--- config.mk ---
export PLATFORM = sky130hd
export DESIGN_NAME = ipv4_header_builder_unit
export DESIGN_NICKNAME = d
export VERILOG_FILES = /design/src/hw/rtl/ipvhb_pkg.sv /design/src/hw/rtl/ipvhb_front.sv /design/src/hw/rtl/ipvhb_queue.sv /design/src/hw/rtl/ipvhb_back.sv /design/src/hw/rtl/ipv4_header_builder_unit.sv
export SDC_FILE = /design/constraint.sdc
export NUM_CORES = 1
export LEC_CHECK = 0
export BUFFER_PORTS_ARGS = -buffer_cell sky130_fd_sc_hd__buf_2
export CAP_MARGIN = 20
export CORE_MARGIN = 1.5
export CORE_UTILIZATION = 45
export DETAILED_ROUTE_END_ITERATION = 8
export GPL_TIMING_DRIVEN = 0
export PLACE_DENSITY_LB_ADDON = 0.15
export SLEW_MARGIN = 20
export SYNTH_ARGS = -nofsm -noshare
export SYNTH_HDL_FRONTEND = slang
export SYNTH_SLANG_ARGS = --single-unit
--- constraint.sdc ---
create_clock -name i_clk -period 15.77 [get_ports i_clk]
set_clock_uncertainty 0.15 [all_clocks]
set_input_delay 3.9425 -clock i_clk [delete_from_list [all_inputs] [get_ports i_clk]]
set_output_delay 3.9425 -clock i_clk [all_outputs]
set_load 0.02 [all_outputs]
--- src/hw/rtl/ipvhb_pkg.sv ---
// ipvhb_pkg: shared types and constants for the ipv4 header builder
// used by ipvhb_front, ipvhb_queue, ipvhb_back and ipv4_header_builder_unit
`timescale 1ns / 1ps

package ipvhb_pkg;

    // fixed header fields
    localparam logic [7:0]  VERSION_IHL  = 8'h45;
    localparam logic [15:0] HDR_BYTES    = 16'd20;
    localparam logic [15:0] DF_FLAG      = 16'h4000;

    // header word positions
    localparam logic [2:0]  WORD_LEN     = 3'd0;
    localparam logic [2:0]  WORD_IDENT   = 3'd1;
    localparam logic [2:0]  WORD_CSUM    = 3'd2;
    localparam logic [2:0]  WORD_SRC     = 3'd3;
    localparam logic [2:0]  WORD_DST     = 3'd4;

    // raw checksum sum width: ten 16-bit terms fit in 20 bits
    localparam int SUM_W = 20;

    // default depth of the queue between front and back
    localparam int QUEUE_DEPTH = 2;

    // one classified request as it sits in the queue
    typedef struct packed {
        logic [7:0]       service_type;
        logic             dont_fragment;
        logic [7:0]       time_to_live;
        logic [7:0]       protocol_number;
        logic [31:0]      source_address;
        logic [31:0]      destination_address;
        logic [15:0]      total_length;
        logic [15:0]      ident;
        logic [SUM_W-1:0] sum;
    } t_hdr_entry;

endpackage

--- src/hw/rtl/ipvhb_front.sv ---
// ipvhb_front: accepts descriptors, assigns identification, forms checksum sum
// depends on ipvhb_pkg
`timescale 1ns / 1ps

module ipvhb_front (
    input  logic                  i_clk,
    input  logic                  i_rst_n,
    input  logic                  i_in_valid,
    output logic                  o_in_ready,
    input  logic [7:0]            i_service_type,
    input  logic                  i_dont_fragment,
    input  logic [7:0]            i_time_to_live,
    input  logic [7:0]            i_protocol_number,
    input  logic [31:0]           i_source_address,
    input  logic [31:0]           i_destination_address,
    input  logic [15:0]           i_payload_length,
    output logic                  o_push_valid,
    input  logic                  i_push_ready,
    output ipvhb_pkg::t_hdr_entry o_push_entry
);

    logic                  r_valid;
    logic [15:0]           r_ident;
    ipvhb_pkg::t_hdr_entry r_entry;
    logic [17:0]           r_p_addr;
    logic [17:0]           r_p_misc;
    logic                  w_accept;
    logic [15:0]           w_ident_next;
    logic [15:0]           w_total_length;

    // stage register frees when empty or when its request moves on
    assign o_in_ready = !r_valid || i_push_ready;
    assign w_accept   = i_in_valid && o_in_ready;

    // identification is pre-incremented and wraps
    assign w_ident_next   = r_ident + 16'd1;
    assign w_total_length = i_payload_length + ipvhb_pkg::HDR_BYTES;

    // control: stage valid and identification counter
    always_ff @(posedge i_clk) begin
        if (!i_rst_n) begin
            r_valid <= 1'b0;
            r_ident <= 16'd0;
        end else begin
            if (w_accept) begin
                r_valid <= 1'b1;
                r_ident <= w_ident_next;
            end else if (i_push_ready) begin
                r_valid <= 1'b0;
            end
        end
    end

    // payload and partial sums of the header halfwords
    always_ff @(posedge i_clk) begin
        if (w_accept) begin
            r_entry.service_type        <= i_service_type;
            r_entry.dont_fragment       <= i_dont_fragment;
            r_entry.time_to_live        <= i_time_to_live;
            r_entry.protocol_number     <= i_protocol_number;
            r_entry.source_address      <= i_source_address;
            r_entry.destination_address <= i_destination_address;
            r_entry.total_length        <= w_total_length;
            r_entry.ident               <= w_ident_next;
            r_entry.sum                 <= '0;
            r_p_addr <= {2'b00, i_source_address[31:16]}
                      + {2'b00, i_source_address[15:0]}
                      + {2'b00, i_destination_address[31:16]}
                      + {2'b00, i_destination_address[15:0]};
            r_p_misc <= {2'b00, ipvhb_pkg::VERSION_IHL, i_service_type}
                      + {2'b00, w_total_length}
                      + {2'b00, i_time_to_live, i_protocol_number}
                      + {2'b00, (i_dont_fragment ? ipvhb_pkg::DF_FLAG : 16'd0)};
        end
    end

    // complete the raw sum with the identification on the way out
    always_comb begin
        o_push_entry     = r_entry;
        o_push_entry.sum = {2'b00, r_p_addr} + {2'b00, r_p_misc}
                         + {4'd0, r_entry.ident};
    end

    assign o_push_valid = r_valid;

endmodule

--- src/hw/rtl/ipvhb_queue.sv ---
// ipvhb_queue: small register queue of classified requests between front and back
// depends on ipvhb_pkg
`timescale 1ns / 1ps

module ipvhb_queue #(
    parameter int DEPTH = ipvhb_pkg::QUEUE_DEPTH
) (
    input  logic                  i_clk,
    input  logic                  i_rst_n,
    input  logic                  i_push_valid,
    output logic                  o_push_ready,
    input  ipvhb_pkg::t_hdr_entry i_push_entry,
    output logic                  o_pop_valid,
    input  logic                  i_pop,
    output ipvhb_pkg::t_hdr_entry o_pop_entry
);

    localparam int PW = (DEPTH > 1) ? $clog2(DEPTH) : 1;
    localparam int CW = $clog2(DEPTH + 1);
    localparam logic [PW-1:0] LAST_PTR = PW'(DEPTH - 1);
    localparam logic [CW-1:0] FULL_CNT = CW'(DEPTH);

    ipvhb_pkg::t_hdr_entry r_mem [DEPTH];
    logic [PW-1:0]         r_wr_ptr;
    logic [PW-1:0]         r_rd_ptr;
    logic [CW-1:0]         r_count;
    logic                  w_push;
    logic                  w_pop;

    assign o_push_ready = (r_count != FULL_CNT);
    assign o_pop_valid  = (r_count != '0);
    assign w_push       = i_push_valid && o_push_ready;
    assign w_pop        = i_pop && o_pop_valid;
    assign o_pop_entry  = r_mem[r_rd_ptr];

    // pointers and fill count
    always_ff @(posedge i_clk) begin
        if (!i_rst_n) begin
            r_wr_ptr <= '0;
            r_rd_ptr <= '0;
            r_count  <= '0;
        end else begin
            if (w_push) begin
                r_wr_ptr <= (r_wr_ptr == LAST_PTR) ? '0 : r_wr_ptr + PW'(1);
            end
            if (w_pop) begin
                r_rd_ptr <= (r_rd_ptr == LAST_PTR) ? '0 : r_rd_ptr + PW'(1);
            end
            if (w_push && !w_pop) begin
                r_count <= r_count + CW'(1);
            end else if (w_pop && !w_push) begin
                r_count <= r_count - CW'(1);
            end
        end
    end

    // entry storage
    always_ff @(posedge i_clk) begin
        if (w_push) begin
            r_mem[r_wr_ptr] <= i_push_entry;
        end
    end

`ifndef NO_ASSERTIONS
    a_count_bound: assert property (@(posedge i_clk) disable iff (!i_rst_n)
        r_count <= FULL_CNT)
        else $error("queue count beyond depth");
    a_count_track: assert property (@(posedge i_clk) disable iff (!i_rst_n)
        (w_push && !w_pop) |=> (r_count == $past(r_count) + CW'(1)))
        else $error("queue count missed a push");
    a_ptr_gap: assert property (@(posedge i_clk) disable iff (!i_rst_n)
        (r_count == '0) |-> (r_wr_ptr == r_rd_ptr))
        else $error("empty queue with pointers apart");
`endif

endmodule

--- src/hw/rtl/ipvhb_back.sv ---
// ipvhb_back: emits the five header words of each queued request, checksum folded here
// depends on ipvhb_pkg
`timescale 1ns / 1ps

module ipvhb_back (
    input  logic                  i_clk,
    input  logic                  i_rst_n,
    input  logic                  i_head_valid,
    input  ipvhb_pkg::t_hdr_entry i_head_entry,
    output logic                  o_pop,
    output logic                  o_out_valid,
    input  logic                  i_out_ready,
    output logic [31:0]           o_header_word,
    output logic [2:0]            o_word_index,
    output logic                  o_last_word
);

    logic        r_valid;
    logic [2:0]  r_cnt;
    logic [31:0] r_word;
    logic [2:0]  r_idx;
    logic        r_last;
    logic        w_load;
    logic        w_take;
    logic [16:0] w_fold1;
    logic [16:0] w_fold2;
    logic [15:0] w_csum;
    logic [31:0] n_word;

    // output register reloads when empty or taken
    assign w_load = !r_valid || i_out_ready;
    assign w_take = w_load && i_head_valid;
    assign o_pop  = w_take && (r_cnt == ipvhb_pkg::WORD_DST);

    // end-around carry fold of the raw sum, then invert
    assign w_fold1 = {1'b0, i_head_entry.sum[15:0]}
                   + {13'd0, i_head_entry.sum[ipvhb_pkg::SUM_W-1:16]};
    assign w_fold2 = {1'b0, w_fold1[15:0]} + {16'd0, w_fold1[16]};
    assign w_csum  = ~w_fold2[15:0];

    // select the header word for the current position
    always_comb begin
        unique case (r_cnt)
            ipvhb_pkg::WORD_LEN: begin
                n_word = {ipvhb_pkg::VERSION_IHL, i_head_entry.service_type,
                          i_head_entry.total_length};
            end
            ipvhb_pkg::WORD_IDENT: begin
                n_word = {i_head_entry.ident,
                          (i_head_entry.dont_fragment ? ipvhb_pkg::DF_FLAG : 16'd0)};
            end
            ipvhb_pkg::WORD_CSUM: begin
                n_word = {i_head_entry.time_to_live, i_head_entry.protocol_number, w_csum};
            end
            ipvhb_pkg::WORD_SRC: begin
                n_word = i_head_entry.source_address;
            end
            ipvhb_pkg::WORD_DST: begin
                n_word = i_head_entry.destination_address;
            end
            default: begin
                n_word = '0;
            end
        endcase
    end

    // control: output valid and word position
    always_ff @(posedge i_clk) begin
        if (!i_rst_n) begin
            r_valid <= 1'b0;
            r_cnt   <= ipvhb_pkg::WORD_LEN;
        end else if (w_load) begin
            r_valid <= i_head_valid;
            if (i_head_valid) begin
                r_cnt <= (r_cnt == ipvhb_pkg::WORD_DST) ? ipvhb_pkg::WORD_LEN
                                                        : r_cnt + 3'd1;
            end
        end
    end

    // output payload
    always_ff @(posedge i_clk) begin
        if (w_take) begin
            r_word <= n_word;
            r_idx  <= r_cnt;
            r_last <= (r_cnt == ipvhb_pkg::WORD_DST);
        end
    end

    assign o_out_valid   = r_valid;
    assign o_header_word = r_word;
    assign o_word_index  = r_idx;
    assign o_last_word   = r_last;

`ifndef NO_ASSERTIONS
    a_last_pos: assert property (@(posedge i_clk) disable iff (!i_rst_n)
        r_valid |-> (r_last == (r_idx == ipvhb_pkg::WORD_DST)))
        else $error("last flag off the final word");
    a_next_word: assert property (@(posedge i_clk) disable iff (!i_rst_n)
        (r_valid && i_out_ready && !r_last) |=> (r_valid && r_idx == $past(r_idx) + 3'd1))
        else $error("header word missing or out of order");
    a_new_header: assert property (@(posedge i_clk) disable iff (!i_rst_n)
        (r_valid && i_out_ready && r_last) |=> (!r_valid || r_idx == ipvhb_pkg::WORD_LEN))
        else $error("header does not start at word zero");
`endif

endmodule

--- src/hw/rtl/ipv4_header_builder_unit.sv ---
// ipv4_header_builder_unit: a request passes the front stage register, the queue and the back output register
// throughput one header word per cycle while the output is ready, five words per request, set by the back output stage
// front stage accepts a new request each cycle while the queue has room
// synchronous active-low reset clears the queue, stage valids and identification to zero
// depends on ipvhb_pkg, ipvhb_front, ipvhb_queue, ipvhb_back
`timescale 1ns / 1ps

module ipv4_header_builder_unit #(
    parameter int QUEUE_DEPTH = ipvhb_pkg::QUEUE_DEPTH
) (
    input  logic        i_clk,
    input  logic        i_rst_n,
    input  logic        i_in_valid,
    output logic        o_in_ready,
    input  logic [7:0]  i_service_type,
    input  logic        i_dont_fragment,
    input  logic [7:0]  i_time_to_live,
    input  logic [7:0]  i_protocol_number,
    input  logic [31:0] i_source_address,
    input  logic [31:0] i_destination_address,
    input  logic [15:0] i_payload_length,
    output logic        o_out_valid,
    input  logic        i_out_ready,
    output logic [31:0] o_header_word,
    output logic [2:0]  o_word_index,
    output logic        o_last_word
);

    logic                  w_push_valid;
    logic                  w_push_ready;
    ipvhb_pkg::t_hdr_entry w_push_entry;
    logic                  w_head_valid;
    logic                  w_pop;
    ipvhb_pkg::t_hdr_entry w_head_entry;

    // front: accept and classify
    ipvhb_front u_front (
        .i_clk                 (i_clk),
        .i_rst_n               (i_rst_n),
        .i_in_valid            (i_in_valid),
        .o_in_ready            (o_in_ready),
        .i_service_type        (i_service_type),
        .i_dont_fragment       (i_dont_fragment),
        .i_time_to_live        (i_time_to_live),
        .i_protocol_number     (i_protocol_number),
        .i_source_address      (i_source_address),
        .i_destination_address (i_destination_address),
        .i_payload_length      (i_payload_length),
        .o_push_valid          (w_push_valid),
        .i_push_ready          (w_push_ready),
        .o_push_entry          (w_push_entry)
    );

    // queue between the two sides
    ipvhb_queue #(
        .DEPTH (QUEUE_DEPTH)
    ) u_queue (
        .i_clk        (i_clk),
        .i_rst_n      (i_rst_n),
        .i_push_valid (w_push_valid),
        .o_push_ready (w_push_ready),
        .i_push_entry (w_push_entry),
        .o_pop_valid  (w_head_valid),
        .i_pop        (w_pop),
        .o_pop_entry  (w_head_entry)
    );

    // back: word emission
    ipvhb_back u_back (
        .i_clk         (i_clk),
        .i_rst_n       (i_rst_n),
        .i_head_valid  (w_head_valid),
        .i_head_entry  (w_head_entry),
        .o_pop         (w_pop),
        .o_out_valid   (o_out_valid),
        .i_out_ready   (i_out_ready),
        .o_header_word (o_header_word),
        .o_word_index  (o_word_index),
        .o_last_word   (o_last_word)
    );

endmodule
After elaboration in Yosys (flattened, before gate mapping)
Memory sizes are Yosys's and may differ from the RTL's. A register that Yosys moved wholly into a read port is not among the register bits.
Cells that the tools add are included.
Cells by class
  add/sub/neg operators: 17
  multiply operators: 0
  divide/modulo/power cells: 0
  magnitude comparators: 0
  equality and inequality tests: 5
  shift-type cells: 0
  multiplexer cells: 14
  bitwise gates (word level): 1
  reduce and logical (&&, ||, !) cells: 18
Operators with widths (number)
  32-bit one-hot mux with 5 select lines: 1
  18-bit by 16-bit adder with 18-bit output: 4
  15-bit two-way mux: 2
  20-bit by 16-bit adder with 20-bit output: 1
  18-bit by 18-bit adder with 19-bit output: 1
  15-bit by 16-bit adder with 17-bit output: 1
  16-bit by 16-bit adder with 17-bit output: 1
  16-bit by 4-bit adder with 17-bit output: 1
  16-bit by 1-bit adder with 16-bit output: 1
  16-bit by 1-bit adder with 16-bit output (second input constant): 1
  16-bit by 5-bit adder with 16-bit output (second input constant): 1
  16-bit NOT: 1
  1-bit two-way mux: 8
  1-bit logical AND: 7
  3-bit by 2-bit == test with 1-bit output (second input constant): 2
  2-bit nonzero test: 3
  1-bit logical NOT: 4
  2-bit two-way mux: 2
  3-bit by 1-bit adder with 3-bit output (second input constant): 1
  3-bit by 1-bit == test with 1-bit output (second input constant): 1
  3-bit == test (second input constant): 1
  3-bit logical NOT: 1
  3-bit two-way mux: 1
  1-bit adder (second input constant): 2
  5 further kinds: 6
Storage, ports and cells
  flip-flop bits (word level): 218
  latch bits: 0
  bits in writable memories: 282
  memory bits (read-only): 0
  output and inout port bits: 38
  word-level logic and storage cells: 76
  memories: 1
Memory list
  u_queue.r_mem: words 2, bits a word 141, read ports 1, clocked after memory_dff 1, write ports 1, RTL line ipvhb_queue.sv:23  | ipvhb_pkg::t_hdr_entry r_mem [DEPTH];

Logic depth before layout (Yosys ltp)
  depth after elaboration: 8
  gate-level depth with buffers: 20

Cells and area by module
A second synthesis with hierarchy kept.
Second synthesis, totals
  cell total of the unflattened synthesis: 1602
  area, all modules: 23943.0 um2
Modules (own cells, without submodules)
  ipvhb_queue: times used 1, cells each 463, area an instance 10789.1 um2, seq. area each 8568.2 um2
  ipvhb_front: times used 1, cells each 837, area an instance 10192.3 um2, seq. area each 5054.8 um2
  ipvhb_back: times used 1, cells each 302, area an instance 2961.6 um2, seq. area each 1161.1 um2

Least setup slack after synthesis
OpenSTA, ideal clock, no wires.
  path type: input to register
  start point: in i_in_valid
  end point: reg u_front.r_ident[10]
  setup time: 115 ps
  arrival: 9356 ps
  required time: 15505 ps
  setup slack: 6149 ps
  stages: 6
  cell sequence: nand2_1 inv_1 clkbuf_1 nand2_1 xnor2_1 and2_1
On the way
  cells in the longest elaborated chain, start to end: 1
RTL lines
  start: declaration: RTL line ipv4_header_builder_unit.sv:13  | input logic i_in_valid,
  1-bit logical AND: RTL line ipvhb_front.sv:33  | assign w_accept = i_in_valid && o_in_ready;
  named net u_front.w_accept: RTL line ipvhb_front.sv:27  | logic w_accept;
  end signal: assignment: RTL line ipvhb_front.sv:47  | r_ident <= w_ident_next;
  end: declaration: RTL line ipvhb_front.sv:23  | logic [15:0] r_ident;
The timed path passes the listed nets, and every way through them passes these cells.
A chain may end at the register's enable or synchronous reset.

Worst setup path in the final report
  start point: in i_payload_length[2]
  end point: reg u_front.r_p_misc[15], data pin
On the way
  cells in the longest elaborated chain, start to end: 4
RTL lines
  start: declaration: RTL line ipv4_header_builder_unit.sv:21  | input logic [15:0] i_payload_length,
  16-bit by 5-bit adder with 16-bit output: RTL line ipvhb_front.sv:37  | assign w_total_length = i_payload_length + ipvhb_pkg::HDR_BYTES;
  named net u_front.w_total_length[4]: RTL line ipvhb_front.sv:29  | logic [15:0] w_total_length;
  15-bit by 16-bit adder with 17-bit output: RTL line ipvhb_front.sv:71  | + {2'b00, w_total_length}
  18-bit by 16-bit adder with 18-bit output: RTL line ipvhb_front.sv:72  | + {2'b00, i_time_to_live, i_protocol_number}
  18-bit by 16-bit adder with 18-bit output: RTL line ipvhb_front.sv:73  | + {2'b00, (i_dont_fragment ? ipvhb_pkg::DF_FLAG : 16'd0)};
  end signal: assignment: RTL line ipvhb_front.sv:70  | r_p_misc <= {2'b00, ipvhb_pkg::VERSION_IHL, i_service_type}
  end: declaration: RTL line ipvhb_front.sv:26  | logic [17:0] r_p_misc;
The timed path passes the listed nets, and every way through them passes these cells.

==> results.txt <==
outcome = finished clean
worst min path class = flop to flop
routed length per placed instance = 23.4 um
Distinct cells, synth = 74
Max Cap Violations = 0
Setup TNS = 0 ns
Pint = 2.99 mW
Synth area leader = edfxtp_1
Root Driver = clkbuf_16
DRT antenna net count = 0
total global routing track utilization = 0.230
placed cell area = 25400 um2
Filler Cell Count = 4376
hpwl dp = 45.8 mm
Tot Pwr = 4.47 mW
ys flop type = edfxtp_1
Port Buf Inserts = 146
Seq pwr share = 0.394
P&R area growth vs syn = 15.3%
Final Max Tran Viols = 0
# rows = 83
Post-synth top cells = 475 x edfxtp_1, 119 x ha_1, 88 x inv_1
critical path startpoint category = primary input
most frequent cell after synthesis = edfxtp_1
post-CTS sizing = 0
Max clock buf depth = 3
Hold Buf Count CTS = 0
P_sw = 1.48 mW
largest net degree at the start of global routing = 45
vias per cell = 5.57
CP Capture Type = flop
clock buffer count from CTS = 51
final WL = 61.1 mm
Worst VDD drop = 0.0969 mV
TritonCTS clock tree = done
Static Leak = 10.1 nW
routability cong. = 0.878
CTS clk-pin slew, worst paths = 0.06 ns
number of synthesized flops with an enable pin = 475
GRT Residual Overflow = 0
first-pass GRT wire length = 89.7 mm
logic gate share of total power = 0.333
Clk pwr share = 0.273
Worst Path Max Fanout = 3
total I/O pin count = 147
WS Path Type = primary input to flop
post-synth net total = 1931
PD cells = 165 nW/um2
final core utilization = 0.526
Worst Path Required = 15.95 ns
First-pass DRT Iterations = 8
Iter 0 DRT Violations = 1299
DR vias = 14600
Slew headroom = 0.237
Hold Fails Final Rpt = 0
Non-Filler Instances = 2615
# DRC = 0
Arrival @ worst endpoint = 8.43 ns
Die W = 232 um
Highest Clock Rate = 121 MHz
Synth top area share = 0.607
Synth area leaders = edfxtp_1 61%, ha_1 6.3%, xnor2_1 3.0%, mux2_2 2.5%, dfxtp_1 2.2%
Worst Max-Slew Pin Slew = 1.14 ns
die height = 232 um
Post-synth ARST share = 0
layout cell share with drive strength beyond 1 = 0.165
setup ws final = 7.52 ns
initial antenna violation count = 4
sw frac = 0.331
Warnings, synthesis = 0
Worst-Skew Late Latency = 0.60 ns
vias in the first global route = 14600
Syn Area/Cell = 14.0 um2
placed cells = 2520
Nets = 2145
ANT cells = 0
die area = 53600 um2
setup bufs post-CTS = 0
CTS Sinks = 501
post-route cell area = 27100 um2
worst slack, placed = 6.96 ns
sequential fraction of the synthesis area = 0.629
synthesized area = 23500 um2
#FFs+latches synth = 501
initial cell density of the core = 0.456
htree depth = 2
setup violators final = 0
post-route clock period utilization = 0.523
Mapped Cells = 1679
Placeable Area = 51500 um2
Fin Hold WS = 0.290 ns
RSZ-0062 raised after global routing = no
min cycle time layout = 8.25 ns
## cell type report
type,count,area (um2),share of cell area
multi-input cells,1048,8220,0.303
flip-flops and latches,501,14800,0.545
inverters,88,330,0.0122
repair buffers,161,1060,0.0391
clock buffers,56,1290,0.0478
plain buffers,42,186,0.00688
well taps,680,851,0.0314
clock inverters,39,380,0.0140
## worst max-delay path, cell delays in order
cell	delay, ns
buf_2	0.12
ha_1	0.24
xnor2_1	0.51
ha_1	0.38
a21oi_1	0.25
o21ai_0	0.30
a311oi_1	0.73
xnor2_1	0.23
ha_1	0.34
ha_1	0.23
o41ai_1	0.65
o21ai_0	0.30
xor2_1	0.20
## final timing paths
| kind | to | startpoint | cells past startpoint | slack (ns) |
|---|---|---|---|---|
| worst max register to register | u_back.o_header_word[7]$_DFFE_PP_ | flop | 18 | 9.13 |
| worst min register to register | u_queue.r_mem[1][137]$_DFFE_PP_ | u_front.o_push_entry[137]$_DFFE_PP_ | 0 | 0.29 |
| worst max-delay path | u_front.r_p_misc[15]$_DFFE_PP_ | i_payload_length[2] | 13 | 7.52 |
| worst min-delay path | u_queue.r_mem[1][137]$_DFFE_PP_ | u_front.o_push_entry[137]$_DFFE_PP_ | 0 | 0.29 |
## kinds of logic (layout without fill, tap and decap cells)
family,Yosys count,after routing,share of synthesized area
DFF,501,501,0.629
and+or+nand+nor,348,348,0.0727
AOI/OAI and AO/OA,330,330,0.100
adders and majority gates,144,144,0.0842
xor gates and xnor gates,137,137,0.0510
buffers and inverters,130,386,0.0217
muxes,89,89,0.0414
## placed cells by master (no fill, tap or decap), drive strengths merged, types with 13 or more instances in the layout
cell      n
nor3     34
and2     28
nand3    38
nor2     83
nand2    87
xnor2    81
inv      92
a21o     25
clkinv   23
dfxtp    26
mux2i    36
a211oi   20
o21a     22
fa       24
buf     173
o21ai    50
a21oi    53
ha      119
xor2     56
a221oi   28
and3     17
clkbuf   86
nor2b    13
a22oi    19
mux2     52
o22ai    17
edfxtp  475
## registers in the layout, summed over array words and instances (netlist names), named ones only
register	flops
u_queue.r_mem	282
u_back.r_cnt	3
u_front.r_p_misc	18
u_front.o_push_valid	1
u_queue.r_rd_ptr	1
u_queue.r_wr_ptr	1
u_front.r_ident	16
u_back.o_header_word	32
u_front.r_p_addr	18
u_front.o_push_entry	121
u_back.o_out_valid	1
u_back.o_last_word	1
u_back.o_word_index	3
u_queue.r_count	2
## per-layer routing
metal / routed length [um] / vias up / track usage
met2: 29200 / 442 / 0.384
met5: 13 / - / 0
met3: 3590 / 81 / 0.0322
met4: 1420 / 2 / 0.0678
li1: - / 6828 / -
met1: 26800 / 7219 / 0.314
## power groups by stage
stage	registers, mW	clock network, mW	logic, mW
after floorplan	1.80	0	1.02
after global placement	1.81	0	1.43
after detailed placement	1.79	0	1.46
after CTS	1.76	1.24	1.48
after global routing	1.77	1.29	1.65
final	1.76	1.22	1.49
No activity file was read; power rests on OpenSTA's default activity.
